**src/hw/rtl/framed_command_receiver_top_macros.svh**
```systemverilog
// Assertion macros for the framed command receiver.
// Used by the RTL files that carry concurrent checks; expects clock and reset in scope.
`ifndef FRAMED_COMMAND_RECEIVER_TOP_MACROS_SVH
`define FRAMED_COMMAND_RECEIVER_TOP_MACROS_SVH

// Same-cycle implication, checked outside reset
`define FCR_ASSERT_HOLDS(label, ante, cons, msg) \
   label: assert property (@(posedge clock) disable iff (reset) (ante) |-> (cons)) \
      else $error(msg);

// Next-cycle implication, checked outside reset
`define FCR_ASSERT_NEXT(label, ante, cons, msg) \
   label: assert property (@(posedge clock) disable iff (reset) (ante) |=> (cons)) \
      else $error(msg);

`endif

```
**src/hw/rtl/fcr_pkg.sv**
```systemverilog
// Shared types and constants of the framed command receiver.
// No dependencies; imported by every module of the block.
`default_nettype none

package fcr_pkg;

   // Frame format
   localparam int unsigned HEADER_BYTES = 3;
   localparam int unsigned FIELD_DEPTH  = 12;
   localparam int unsigned FCR_QUEUE_DEPTH = 4;

   localparam logic [7:0] START_FIRST  = 8'hDE;
   localparam logic [7:0] START_SECOND = 8'hAD;

   // Command codes
   localparam logic [7:0] CMD_READ   = 8'h72;
   localparam logic [7:0] CMD_TITLE  = 8'h6C;
   localparam logic [7:0] CMD_BACKUP = 8'hBE;

   // Event kinds
   localparam logic [2:0] EVT_PAYLOAD     = 3'd0;
   localparam logic [2:0] EVT_SECTOR_READ = 3'd1;
   localparam logic [2:0] EVT_LOAD_TITLE  = 3'd2;
   localparam logic [2:0] EVT_BACKUP      = 3'd3;
   localparam logic [2:0] EVT_UNKNOWN     = 3'd4;

   typedef enum logic [1:0] {
      ST_HUNT,
      ST_HEADER,
      ST_PAYLOAD
   } fcr_state_type;

   // One result transaction
   typedef struct packed {
      logic [2:0]  event_kind;
      logic [15:0] payload_index;
      logic [7:0]  payload_value;
      logic [7:0]  command_code;
      logic [15:0] frame_length;
      logic [31:0] sector_high;
      logic [31:0] sector_low;
      logic [31:0] sector_count;
      logic        last_of_run;
   } fcr_result_type;

   // Results of one byte, pushed into the queue together
   typedef struct packed {
      logic [1:0]     count;
      fcr_result_type first;
      fcr_result_type second;
   } fcr_push_type;

endpackage

`default_nettype wire

```
**src/hw/rtl/fcr_parser.sv**
```systemverilog
// Frame parser: hunt/header/payload state, header and field byte stores.
// Depends on fcr_pkg and the assertion macro header.
`default_nettype none
`include "framed_command_receiver_top_macros.svh"

module fcr_parser
   import fcr_pkg::*;
(
   input  wire logic         clock,
   input  wire logic         reset,
   input  wire logic         take,
   input  wire logic [7:0]   rx_byte,
   output fcr_push_type      push
);

   localparam logic [1:0] HEADER_LAST = 2'(HEADER_BYTES - 1);

   fcr_state_type state_ff, state_in;
   logic          armed_ff, armed_in;
   logic [1:0]    hdr_pos_ff, hdr_pos_in;
   logic [7:0]    hdr_bytes_ff [HEADER_BYTES];
   logic [7:0]    hdr_bytes_in [HEADER_BYTES];
   logic [15:0]   pay_pos_ff, pay_pos_in;
   logic [15:0]   pay_len_ff, pay_len_in;
   logic [7:0]    field_ff [FIELD_DEPTH];
   logic [7:0]    field_in [FIELD_DEPTH];

   logic          header_done;
   logic [15:0]   hdr_len;
   logic [15:0]   pay_pos_inc;
   logic          pay_done;
   logic          finish;
   logic [7:0]    cmd;
   logic [2:0]    finish_kind;
   fcr_result_type pay_res;
   fcr_result_type fin_res;

   // Store updates for the current byte
   always_comb begin
      for (int i = 0; i < HEADER_BYTES; i++) begin
         hdr_bytes_in[i] = hdr_bytes_ff[i];
         if (state_ff == ST_HEADER && hdr_pos_ff == 2'(i)) begin
            hdr_bytes_in[i] = rx_byte;
         end
      end
      for (int i = 0; i < FIELD_DEPTH; i++) begin
         field_in[i] = field_ff[i];
         if (state_ff == ST_PAYLOAD && pay_pos_ff == 16'(i)) begin
            field_in[i] = rx_byte;
         end
      end
   end

   assign header_done = (state_ff == ST_HEADER) && (hdr_pos_ff == HEADER_LAST);
   assign hdr_len     = {hdr_bytes_ff[1], rx_byte};
   assign pay_pos_inc = pay_pos_ff + 16'd1;
   assign pay_done    = (state_ff == ST_PAYLOAD) && (pay_pos_inc >= pay_len_ff);
   assign finish      = pay_done || (header_done && hdr_len == 16'd0);
   assign cmd         = hdr_bytes_in[0];

   // Next state
   always_comb begin
      state_in   = state_ff;
      armed_in   = armed_ff;
      hdr_pos_in = hdr_pos_ff;
      pay_pos_in = pay_pos_ff;
      pay_len_in = pay_len_ff;
      case (state_ff)
         ST_HUNT: begin
            if (rx_byte == START_FIRST) begin
               armed_in = 1'b1;
            end else if (rx_byte == START_SECOND && armed_ff) begin
               state_in   = ST_HEADER;
               hdr_pos_in = 2'd0;
            end
         end
         ST_HEADER: begin
            hdr_pos_in = hdr_pos_ff + 2'd1;
            if (header_done) begin
               hdr_pos_in = 2'd0;
               pay_pos_in = 16'd0;
               pay_len_in = hdr_len;
               state_in   = (hdr_len == 16'd0) ? ST_HUNT : ST_PAYLOAD;
            end
         end
         ST_PAYLOAD: begin
            pay_pos_in = pay_pos_inc;
         end
         default: begin
            state_in = ST_HUNT;
         end
      endcase
      // Frame end drops the arming and the length
      if (finish) begin
         state_in   = ST_HUNT;
         armed_in   = 1'b0;
         pay_pos_in = 16'd0;
         pay_len_in = 16'd0;
      end
   end

   // Result contents
   always_comb begin
      case (cmd)
         CMD_READ:   finish_kind = EVT_SECTOR_READ;
         CMD_TITLE:  finish_kind = EVT_LOAD_TITLE;
         CMD_BACKUP: finish_kind = EVT_BACKUP;
         default:    finish_kind = EVT_UNKNOWN;
      endcase

      pay_res               = '0;
      pay_res.event_kind    = EVT_PAYLOAD;
      pay_res.payload_index = pay_pos_ff;
      pay_res.payload_value = rx_byte;
      pay_res.command_code  = cmd;
      pay_res.frame_length  = pay_len_ff;
      pay_res.last_of_run   = !pay_done;

      fin_res              = '0;
      fin_res.event_kind   = finish_kind;
      fin_res.command_code = cmd;
      fin_res.frame_length = (state_ff == ST_PAYLOAD) ? pay_len_ff : hdr_len;
      fin_res.last_of_run  = 1'b1;
      if (finish_kind == EVT_SECTOR_READ) begin
         fin_res.sector_high  = {field_in[0], field_in[1], field_in[2], field_in[3]};
         fin_res.sector_low   = {field_in[4], field_in[5], field_in[6], field_in[7]};
         fin_res.sector_count = {field_in[8], field_in[9], field_in[10], field_in[11]};
      end

      push        = '0;
      push.first  = (state_ff == ST_PAYLOAD) ? pay_res : fin_res;
      push.second = fin_res;
      if (take) begin
         if (state_ff == ST_PAYLOAD) begin
            push.count = pay_done ? 2'd2 : 2'd1;
         end else if (finish) begin
            push.count = 2'd1;
         end
      end
   end

   // Control registers
   always_ff @(posedge clock) begin
      if (reset) begin
         state_ff   <= ST_HUNT;
         armed_ff   <= 1'b0;
         hdr_pos_ff <= 2'd0;
         pay_pos_ff <= 16'd0;
         pay_len_ff <= 16'd0;
         for (int i = 0; i < HEADER_BYTES; i++) begin
            hdr_bytes_ff[i] <= 8'd0;
         end
      end else if (take) begin
         state_ff     <= state_in;
         armed_ff     <= armed_in;
         hdr_pos_ff   <= hdr_pos_in;
         pay_pos_ff   <= pay_pos_in;
         pay_len_ff   <= pay_len_in;
         hdr_bytes_ff <= hdr_bytes_in;
      end
   end

   // First payload bytes of the frame, no reset
   always_ff @(posedge clock) begin
      if (take) begin
         field_ff <= field_in;
      end
   end

   `FCR_ASSERT_HOLDS(a_pos_below_len, state_ff == ST_PAYLOAD, pay_pos_ff < pay_len_ff, "payload position past length")
   `FCR_ASSERT_HOLDS(a_two_from_payload, push.count == 2'd2, take && state_ff == ST_PAYLOAD, "two results outside payload")
   `FCR_ASSERT_NEXT(a_finish_clears, take && finish, !armed_ff && state_ff == ST_HUNT && pay_len_ff == 16'd0, "frame end did not clear state")
   `FCR_ASSERT_HOLDS(a_hdr_pos_idle, state_ff != ST_HEADER, hdr_pos_ff == 2'd0, "header position left over")

endmodule

`default_nettype wire

```
**src/hw/rtl/fcr_result_queue.sv**
```systemverilog
// Result queue: takes up to two results per cycle while it has room, hands out one per cycle unless stalled.
// Depends on fcr_pkg and the assertion macro header.
`default_nettype none
`include "framed_command_receiver_top_macros.svh"

module fcr_result_queue
   import fcr_pkg::*;
#(
   parameter int unsigned DEPTH = FCR_QUEUE_DEPTH
) (
   input  wire logic         clock,
   input  wire logic         reset,
   input  wire fcr_push_type push,
   output logic              room,
   output logic              rsp_valid,
   input  wire logic         rsp_stall,
   output fcr_result_type    head
);

   localparam int unsigned PTR_W = (DEPTH > 1) ? $clog2(DEPTH) : 1;
   localparam int unsigned CNT_W = $clog2(DEPTH + 1);
   localparam logic [PTR_W-1:0] PTR_LAST = PTR_W'(DEPTH - 1);

   fcr_result_type   entry_ff [DEPTH];
   logic [PTR_W-1:0] wr_ptr_ff, wr_ptr_in, wr_ptr_one;
   logic [PTR_W-1:0] rd_ptr_ff, rd_ptr_in;
   logic [CNT_W-1:0] count_ff, count_in;
   logic             pop;

   function automatic logic [PTR_W-1:0] ptr_inc(input logic [PTR_W-1:0] p);
      return (p == PTR_LAST) ? '0 : p + PTR_W'(1);
   endfunction

   assign pop        = rsp_valid && !rsp_stall;
   assign rsp_valid  = (count_ff != '0);
   assign head       = entry_ff[rd_ptr_ff];
   assign room       = (count_ff <= CNT_W'(DEPTH - 2));
   assign wr_ptr_one = ptr_inc(wr_ptr_ff);

   // Pointer and fill level updates
   always_comb begin
      rd_ptr_in = pop ? ptr_inc(rd_ptr_ff) : rd_ptr_ff;
      case (push.count)
         2'd1:    wr_ptr_in = wr_ptr_one;
         2'd2:    wr_ptr_in = ptr_inc(wr_ptr_one);
         default: wr_ptr_in = wr_ptr_ff;
      endcase
      count_in = count_ff + CNT_W'(push.count) - CNT_W'(pop);
   end

   always_ff @(posedge clock) begin
      if (reset) begin
         wr_ptr_ff <= '0;
         rd_ptr_ff <= '0;
         count_ff  <= '0;
      end else begin
         wr_ptr_ff <= wr_ptr_in;
         rd_ptr_ff <= rd_ptr_in;
         count_ff  <= count_in;
      end
   end

   // Entry writes, two lanes
   always_ff @(posedge clock) begin
      if (push.count != 2'd0) begin
         entry_ff[wr_ptr_ff] <= push.first;
      end
      if (push.count == 2'd2) begin
         entry_ff[wr_ptr_one] <= push.second;
      end
   end

   `FCR_ASSERT_HOLDS(a_push_with_room, push.count != 2'd0, room, "result pushed without room")

endmodule

`default_nettype wire

```
**src/hw/rtl/framed_command_receiver_top.sv**
```systemverilog
// Framed command receiver top level: input register, parser and result queue.
// Depends on fcr_pkg, fcr_parser and fcr_result_queue.
//
//   channel   direction  handshake              payload
//   req_      in         req_valid/req_stall    req_rx_byte
//   rsp_      out        rsp_valid/rsp_stall    event kind, index, value, command,
//                                               length, sector words, last_of_run
//
// One byte per cycle while req_stall is low; an accepted byte is held in the input register,
// passes the parser and is written into the result queue once it has room; rsp_ shows the queue head.
// The result queue drains one transaction per cycle while rsp_stall is low, so a byte that
// ends a payload yields two results, handed out one after the other.
// req_stall rises while the input register is full and the queue has fewer than
// two free entries; it comes from registers only.
// Synchronous reset clears control state; the field byte store is not cleared.
`default_nettype none

module framed_command_receiver_top
   import fcr_pkg::*;
#(
   parameter int unsigned QUEUE_DEPTH = FCR_QUEUE_DEPTH
) (
   input  wire logic         clock,
   input  wire logic         reset,
   input  wire logic         req_valid,
   output logic              req_stall,
   input  wire logic [7:0]   req_rx_byte,
   output logic              rsp_valid,
   input  wire logic         rsp_stall,
   output logic [2:0]        rsp_event_kind,
   output logic [15:0]       rsp_payload_index,
   output logic [7:0]        rsp_payload_value,
   output logic [7:0]        rsp_command_code,
   output logic [15:0]       rsp_frame_length,
   output logic [31:0]       rsp_sector_high,
   output logic [31:0]       rsp_sector_low,
   output logic [31:0]       rsp_sector_count,
   output logic              rsp_last_of_run
);

   logic           in_valid_ff, in_valid_in;
   logic [7:0]     in_byte_ff, in_byte_in;
   logic           room;
   logic           take;
   fcr_push_type   push;
   fcr_result_type head;

   // Input register
   assign take      = in_valid_ff && room;
   assign req_stall = in_valid_ff && !room;

   always_comb begin
      in_valid_in = in_valid_ff;
      in_byte_in  = in_byte_ff;
      if (!req_stall) begin
         in_valid_in = req_valid;
         if (req_valid) begin
            in_byte_in = req_rx_byte;
         end
      end
   end

   always_ff @(posedge clock) begin
      if (reset) begin
         in_valid_ff <= 1'b0;
      end else begin
         in_valid_ff <= in_valid_in;
      end
   end

   always_ff @(posedge clock) begin
      in_byte_ff <= in_byte_in;
   end

   fcr_parser u_parser (
      .clock   (clock),
      .reset   (reset),
      .take    (take),
      .rx_byte (in_byte_ff),
      .push    (push)
   );

   fcr_result_queue #(
      .DEPTH (QUEUE_DEPTH)
   ) u_queue (
      .clock     (clock),
      .reset     (reset),
      .push      (push),
      .room      (room),
      .rsp_valid (rsp_valid),
      .rsp_stall (rsp_stall),
      .head      (head)
   );

   // Result fields
   assign rsp_event_kind    = head.event_kind;
   assign rsp_payload_index = head.payload_index;
   assign rsp_payload_value = head.payload_value;
   assign rsp_command_code  = head.command_code;
   assign rsp_frame_length  = head.frame_length;
   assign rsp_sector_high   = head.sector_high;
   assign rsp_sector_low    = head.sector_low;
   assign rsp_sector_count  = head.sector_count;
   assign rsp_last_of_run   = head.last_of_run;

endmodule

`default_nettype wire
```
**config.mk**
```make
export PLATFORM = sky130hd
export DESIGN_NAME = framed_command_receiver_top
export DESIGN_NICKNAME = d
export VERILOG_FILES = /design/src/hw/rtl/fcr_pkg.sv /design/src/hw/rtl/fcr_parser.sv /design/src/hw/rtl/fcr_result_queue.sv /design/src/hw/rtl/framed_command_receiver_top.sv
export VERILOG_INCLUDE_DIRS = /design/src /design/src/hw/rtl
export SDC_FILE = /design/constraint.sdc
export NUM_CORES = 1
export LEC_CHECK = 0
export BUFFER_PORTS_ARGS = -buffer_cell sky130_fd_sc_hd__buf_2
export CAP_MARGIN = 20
export CORE_MARGIN = 5
export CORE_UTILIZATION = 55
export DETAILED_ROUTE_END_ITERATION = 8
export HOLD_SLACK_MARGIN = 0.02
export PLACE_DENSITY = 0.76
export SLEW_MARGIN = 10
export SYNTH_ARGS = -nofsm -noshare
export SYNTH_HDL_FRONTEND = slang
export SYNTH_SLANG_ARGS = --single-unit
```
**constraint.sdc**
```tcl
create_clock -name clock -period 7.65 [get_ports clock]
set_clock_uncertainty 0.2 [all_clocks]
set_input_delay 1.53 -clock clock [delete_from_list [all_inputs] [get_ports clock]]
set_output_delay 1.53 -clock clock [all_outputs]
set_load 0.1 [all_outputs]
```
==> impl_metrics.yaml <==
worst_hold_path:
  hold_class: "flop to flop"
clock_tree:
  cts_resized: 0
  htreeDepth: 3
  cts-root-buf: "clkbuf_16"
  path_clk_slew_ns: 0.06
  post-cts-setup-buffers: 0
  clock_path_buffers: 3
  insertion_delay_ns: 0.63
  cts_tree: "built"
  clock_sinks: 759
  ctsHoldBuffers: 0
  numCtsBuffers: 76
grt:
  grt_pass1_wl_mm: 121
  grt_pass1_vias: 20500
  grt_max_degree: 149
  track_usage: 0.248
  overflow: 0
  antenna_found_initial: 2
flow_run:
  drv_cap: 0
drt:
  wl_per_cell_um: 23.8
  drt_iter0_drc: 1874
  vias: 20200
  top_layer_used: "met5"
  antenna_left: 0
  dr.pass1.iters: 5
  vias_per_cell: 6.04
  met1_length_mm: 30.5
  drc_errors: 0
  routed_wl_mm: 79.7
  met3_length_mm: 7.33
  wl_met2_mm: 39.0
logic_synthesis:
  ys_seq_area_frac: 0.654
  synthFlopType: "edfxtp_1"
  yosysWarnings: 0
  syn_nets: 2454
  netlist_area_mm2: 0.0323
  ys_seq_elements: 759
  avgSynthCellArea_um2: 13.4
  netlist_instances: 2405
  synthDistinctLibCells: 60
  async_flop_share: 0
  synth-edff-count: 596
placement:
  place_inst: 3210
  post-dp-hpwl_mm: 45.3
  port_buffers: 161
  dpl_cell_area_mm2: 0.0338
  gp_congestion: 0.849
power_and_ir_drop:
  powerDensity_mw_per_mm2: 278
  vdd_drop_max_mv: 0.491
  power_switching_mw: 2.98
  p_seq_frac: 0.452
  swShare: 0.295
  power.total_mw: 10.1
  clockPowerShare: 0.369
  comb_power_share: 0.179
  p_leak_nw: 11.9
  p_int_mw: 7.12
floorplan:
  rows: 88
  ios: 162
  start_util: 0.558
  fp.dieW_um: 252
  fp.dieH_um: 252
  dieArea_mm2: 0.0637
  core_area_mm2: 0.0579
worst_setup_path:
  critPathKind: "flop to flop"
  crit_required_ns: 7.92
  arrival_ns: 6.81
  critPathMaxFanout: 56
  end_kind: "flop"
  cp-start-kind: "flop"
final_layout:
  final_cells: 3347
  area_growth_pct: 12.4
  fin_area_mm2: 0.0363
  final_nets: 2572
  drive_above_1_share: 0.192
  diodes: 0
timing:
  setup_viol: 0
  fin_crit_ns: 6.54
  slew-limit-headroom: 0.239
  drv_slew: 0
  rsz0062_at_grt: "false"
  tightest_slew_ns: 1.14
  hold_viol: 0
  clock.fmax_mhz: 153
  setup_tns_ns: 0
  finalCritPeriodShare: 0.855
run_status:
  status: "completed"
[synthesized netlist by cell type (16+ instances only)]
library cell	count	area share
o21ai_0	111	0.017
inv_1	137	0.016
mux2i_1	133	0.041
o211ai_1	34	0.0079
buf_1	28	0.0033
mux4_2	148	0.10
nand3_1	16	0.0025
edfxtp_1	596	0.55
ha_1	36	0.014
dfxtp_1	163	0.10
nand2_1	173	0.020
clkbuf_1	85	0.0099
nor2_1	533	0.062
buf_2	29	0.0045
o32ai_1	19	0.0051
[state kept, by name (all words and copies together) (netlist names), 2 cells and up, named ones only]
name / flops
u_parser.state_ff: 2
u_parser.field_ff: 96
u_parser.pay_pos_ff: 16
u_queue.entry_ff: 592
u_parser.pay_len_ff: 16
u_parser.hdr_bytes_ff: 16
u_queue.wr_ptr_ff: 2
u_queue.rd_ptr_ff: 2
in_byte_ff: 8
u_queue.count_ff: 3
u_parser.hdr_pos_ff: 2
[metal layers]
layer | vias to the layer above | GRT usage
li1 | 8885 | -
met1 | 10200 | 0.330
met2 | 964 | 0.405
met3 | 164 | 0.0575
met4 | 4 | 0.0887
met5 | - | 0
[through the flow]
stage	hold slack [ns]	worst slack (ns)	util
after global placement	0.228	1.52	0.584
after global routing	0.273	0.708	0.627
after floorplan	0.220	0.193	-
after detailed placement	0.237	1.15	0.584
after CTS	0.251	1.16	0.627
final	0.248	1.11	0.627
[kinds of logic after synthesis]
| family | after synthesis | share of synthesized area |
|---|---|---|
| simple gates | 812 | 0.106 |
| flops | 759 | 0.654 |
| buf+inv | 298 | 0.0385 |
| mux | 282 | 0.145 |
| compound gates | 206 | 0.0393 |
| fa+ha+maj | 37 | 0.0146 |
| xor+xnor | 11 | 0.00298 |
[worst max-delay path, stage by stage, from the launching register on]
cell and delay, ns:
dfxtp_1 0.45, ha_1 0.36, nand3_1 0.19, nor2_1 0.25, nand2_1 0.10, nor2_1 0.15, xnor2_1 0.16, inv_1 0.07
ha_1 0.27, and4_1 0.22, nand4_1 0.14, a2111oi_1 0.78, o31a_1 0.23, buf_4 0.26, or2_2 0.19, ha_1 0.57
a21oi_4 0.14, inv_6 0.36, nand2_1 0.20, nand2b_4 0.49, buf_12 0.39, nor2_1 0.17
[layout by cell type, fill, tap and decap left out, types with 6 or more instances in the layout]
cell type / Yosys / final
xnor2_1: 7 / 7
edfxtp_1: 596 / 596
nand3_1: 16 / 16
nor2_4: 7 / 7
inv_1: 137 / 133
inv_6: 0 / 6
or3_1: 6 / 6
dfxtp_1: 163 / 161
nor4_1: 6 / 6
nand2b_1: 10 / 9
nand2_1: 173 / 171
buf_12: 0 / 6
or2_2: 6 / 6
mux4_2: 148 / 148
mux2i_1: 133 / 133
clkinv_2: 0 / 14
clkbuf_1: 85 / 17
clkbuf_16: 0 / 80
o211ai_1: 34 / 34
a211oi_1: 9 / 9
o21ai_0: 111 / 111
a21oi_1: 14 / 10
o32ai_1: 19 / 19
buf_4: 12 / 33
bufinv_16: 0 / 7
ha_1: 36 / 35
nor2_1: 533 / 533
nor2b_1: 8 / 8
clkinv_1: 1 / 12
nand4_1: 7 / 7
buf_2: 29 / 161
[power groups by stage]
| stage | clock (mW) | combinational, mW | sequential, mW |
|---|---|---|---|
| final | 3.73 | 1.80 | 4.57 |
| after global routing | 3.96 | 1.89 | 4.58 |
| after CTS | 3.77 | 1.82 | 4.57 |
| after detailed placement | 0 | 1.82 | 4.66 |
| after global placement | 0 | 1.80 | 4.65 |
| after floorplan | 0 | 1.50 | 4.63 |
[layout make-up]
cell class / count / area (um2)
timing repair buffer: 200 / 1170
multi-input combinational: 1348 / 10000
sequential: 759 / 21200
fill: 4259 / 21600
clock buffer: 100 / 2110
inverter: 138 / 538
tap: 765 / 957
clock inverter: 37 / 388
[worst paths after layout]
kind	cells after the start	end	start	slack, ns
max	21	u_queue.entry_ff[1][41]$_DFFE_PP_	u_parser.pay_pos_ff[0]$_SDFFE_PP0P_	1.11
min	2	u_queue.entry_ff[2][143]$_SDFFE_PP0P_	u_queue.entry_ff[2][143]$_SDFFE_PP0P_	0.25
max reg2reg	21	u_queue.entry_ff[1][41]$_DFFE_PP_	u_parser.pay_pos_ff[0]$_SDFFE_PP0P_	1.11
min reg2reg	2	u_queue.entry_ff[2][143]$_SDFFE_PP0P_	u_queue.entry_ff[2][143]$_SDFFE_PP0P_	0.25
Note: power is estimated with default switching activity, not from simulation.
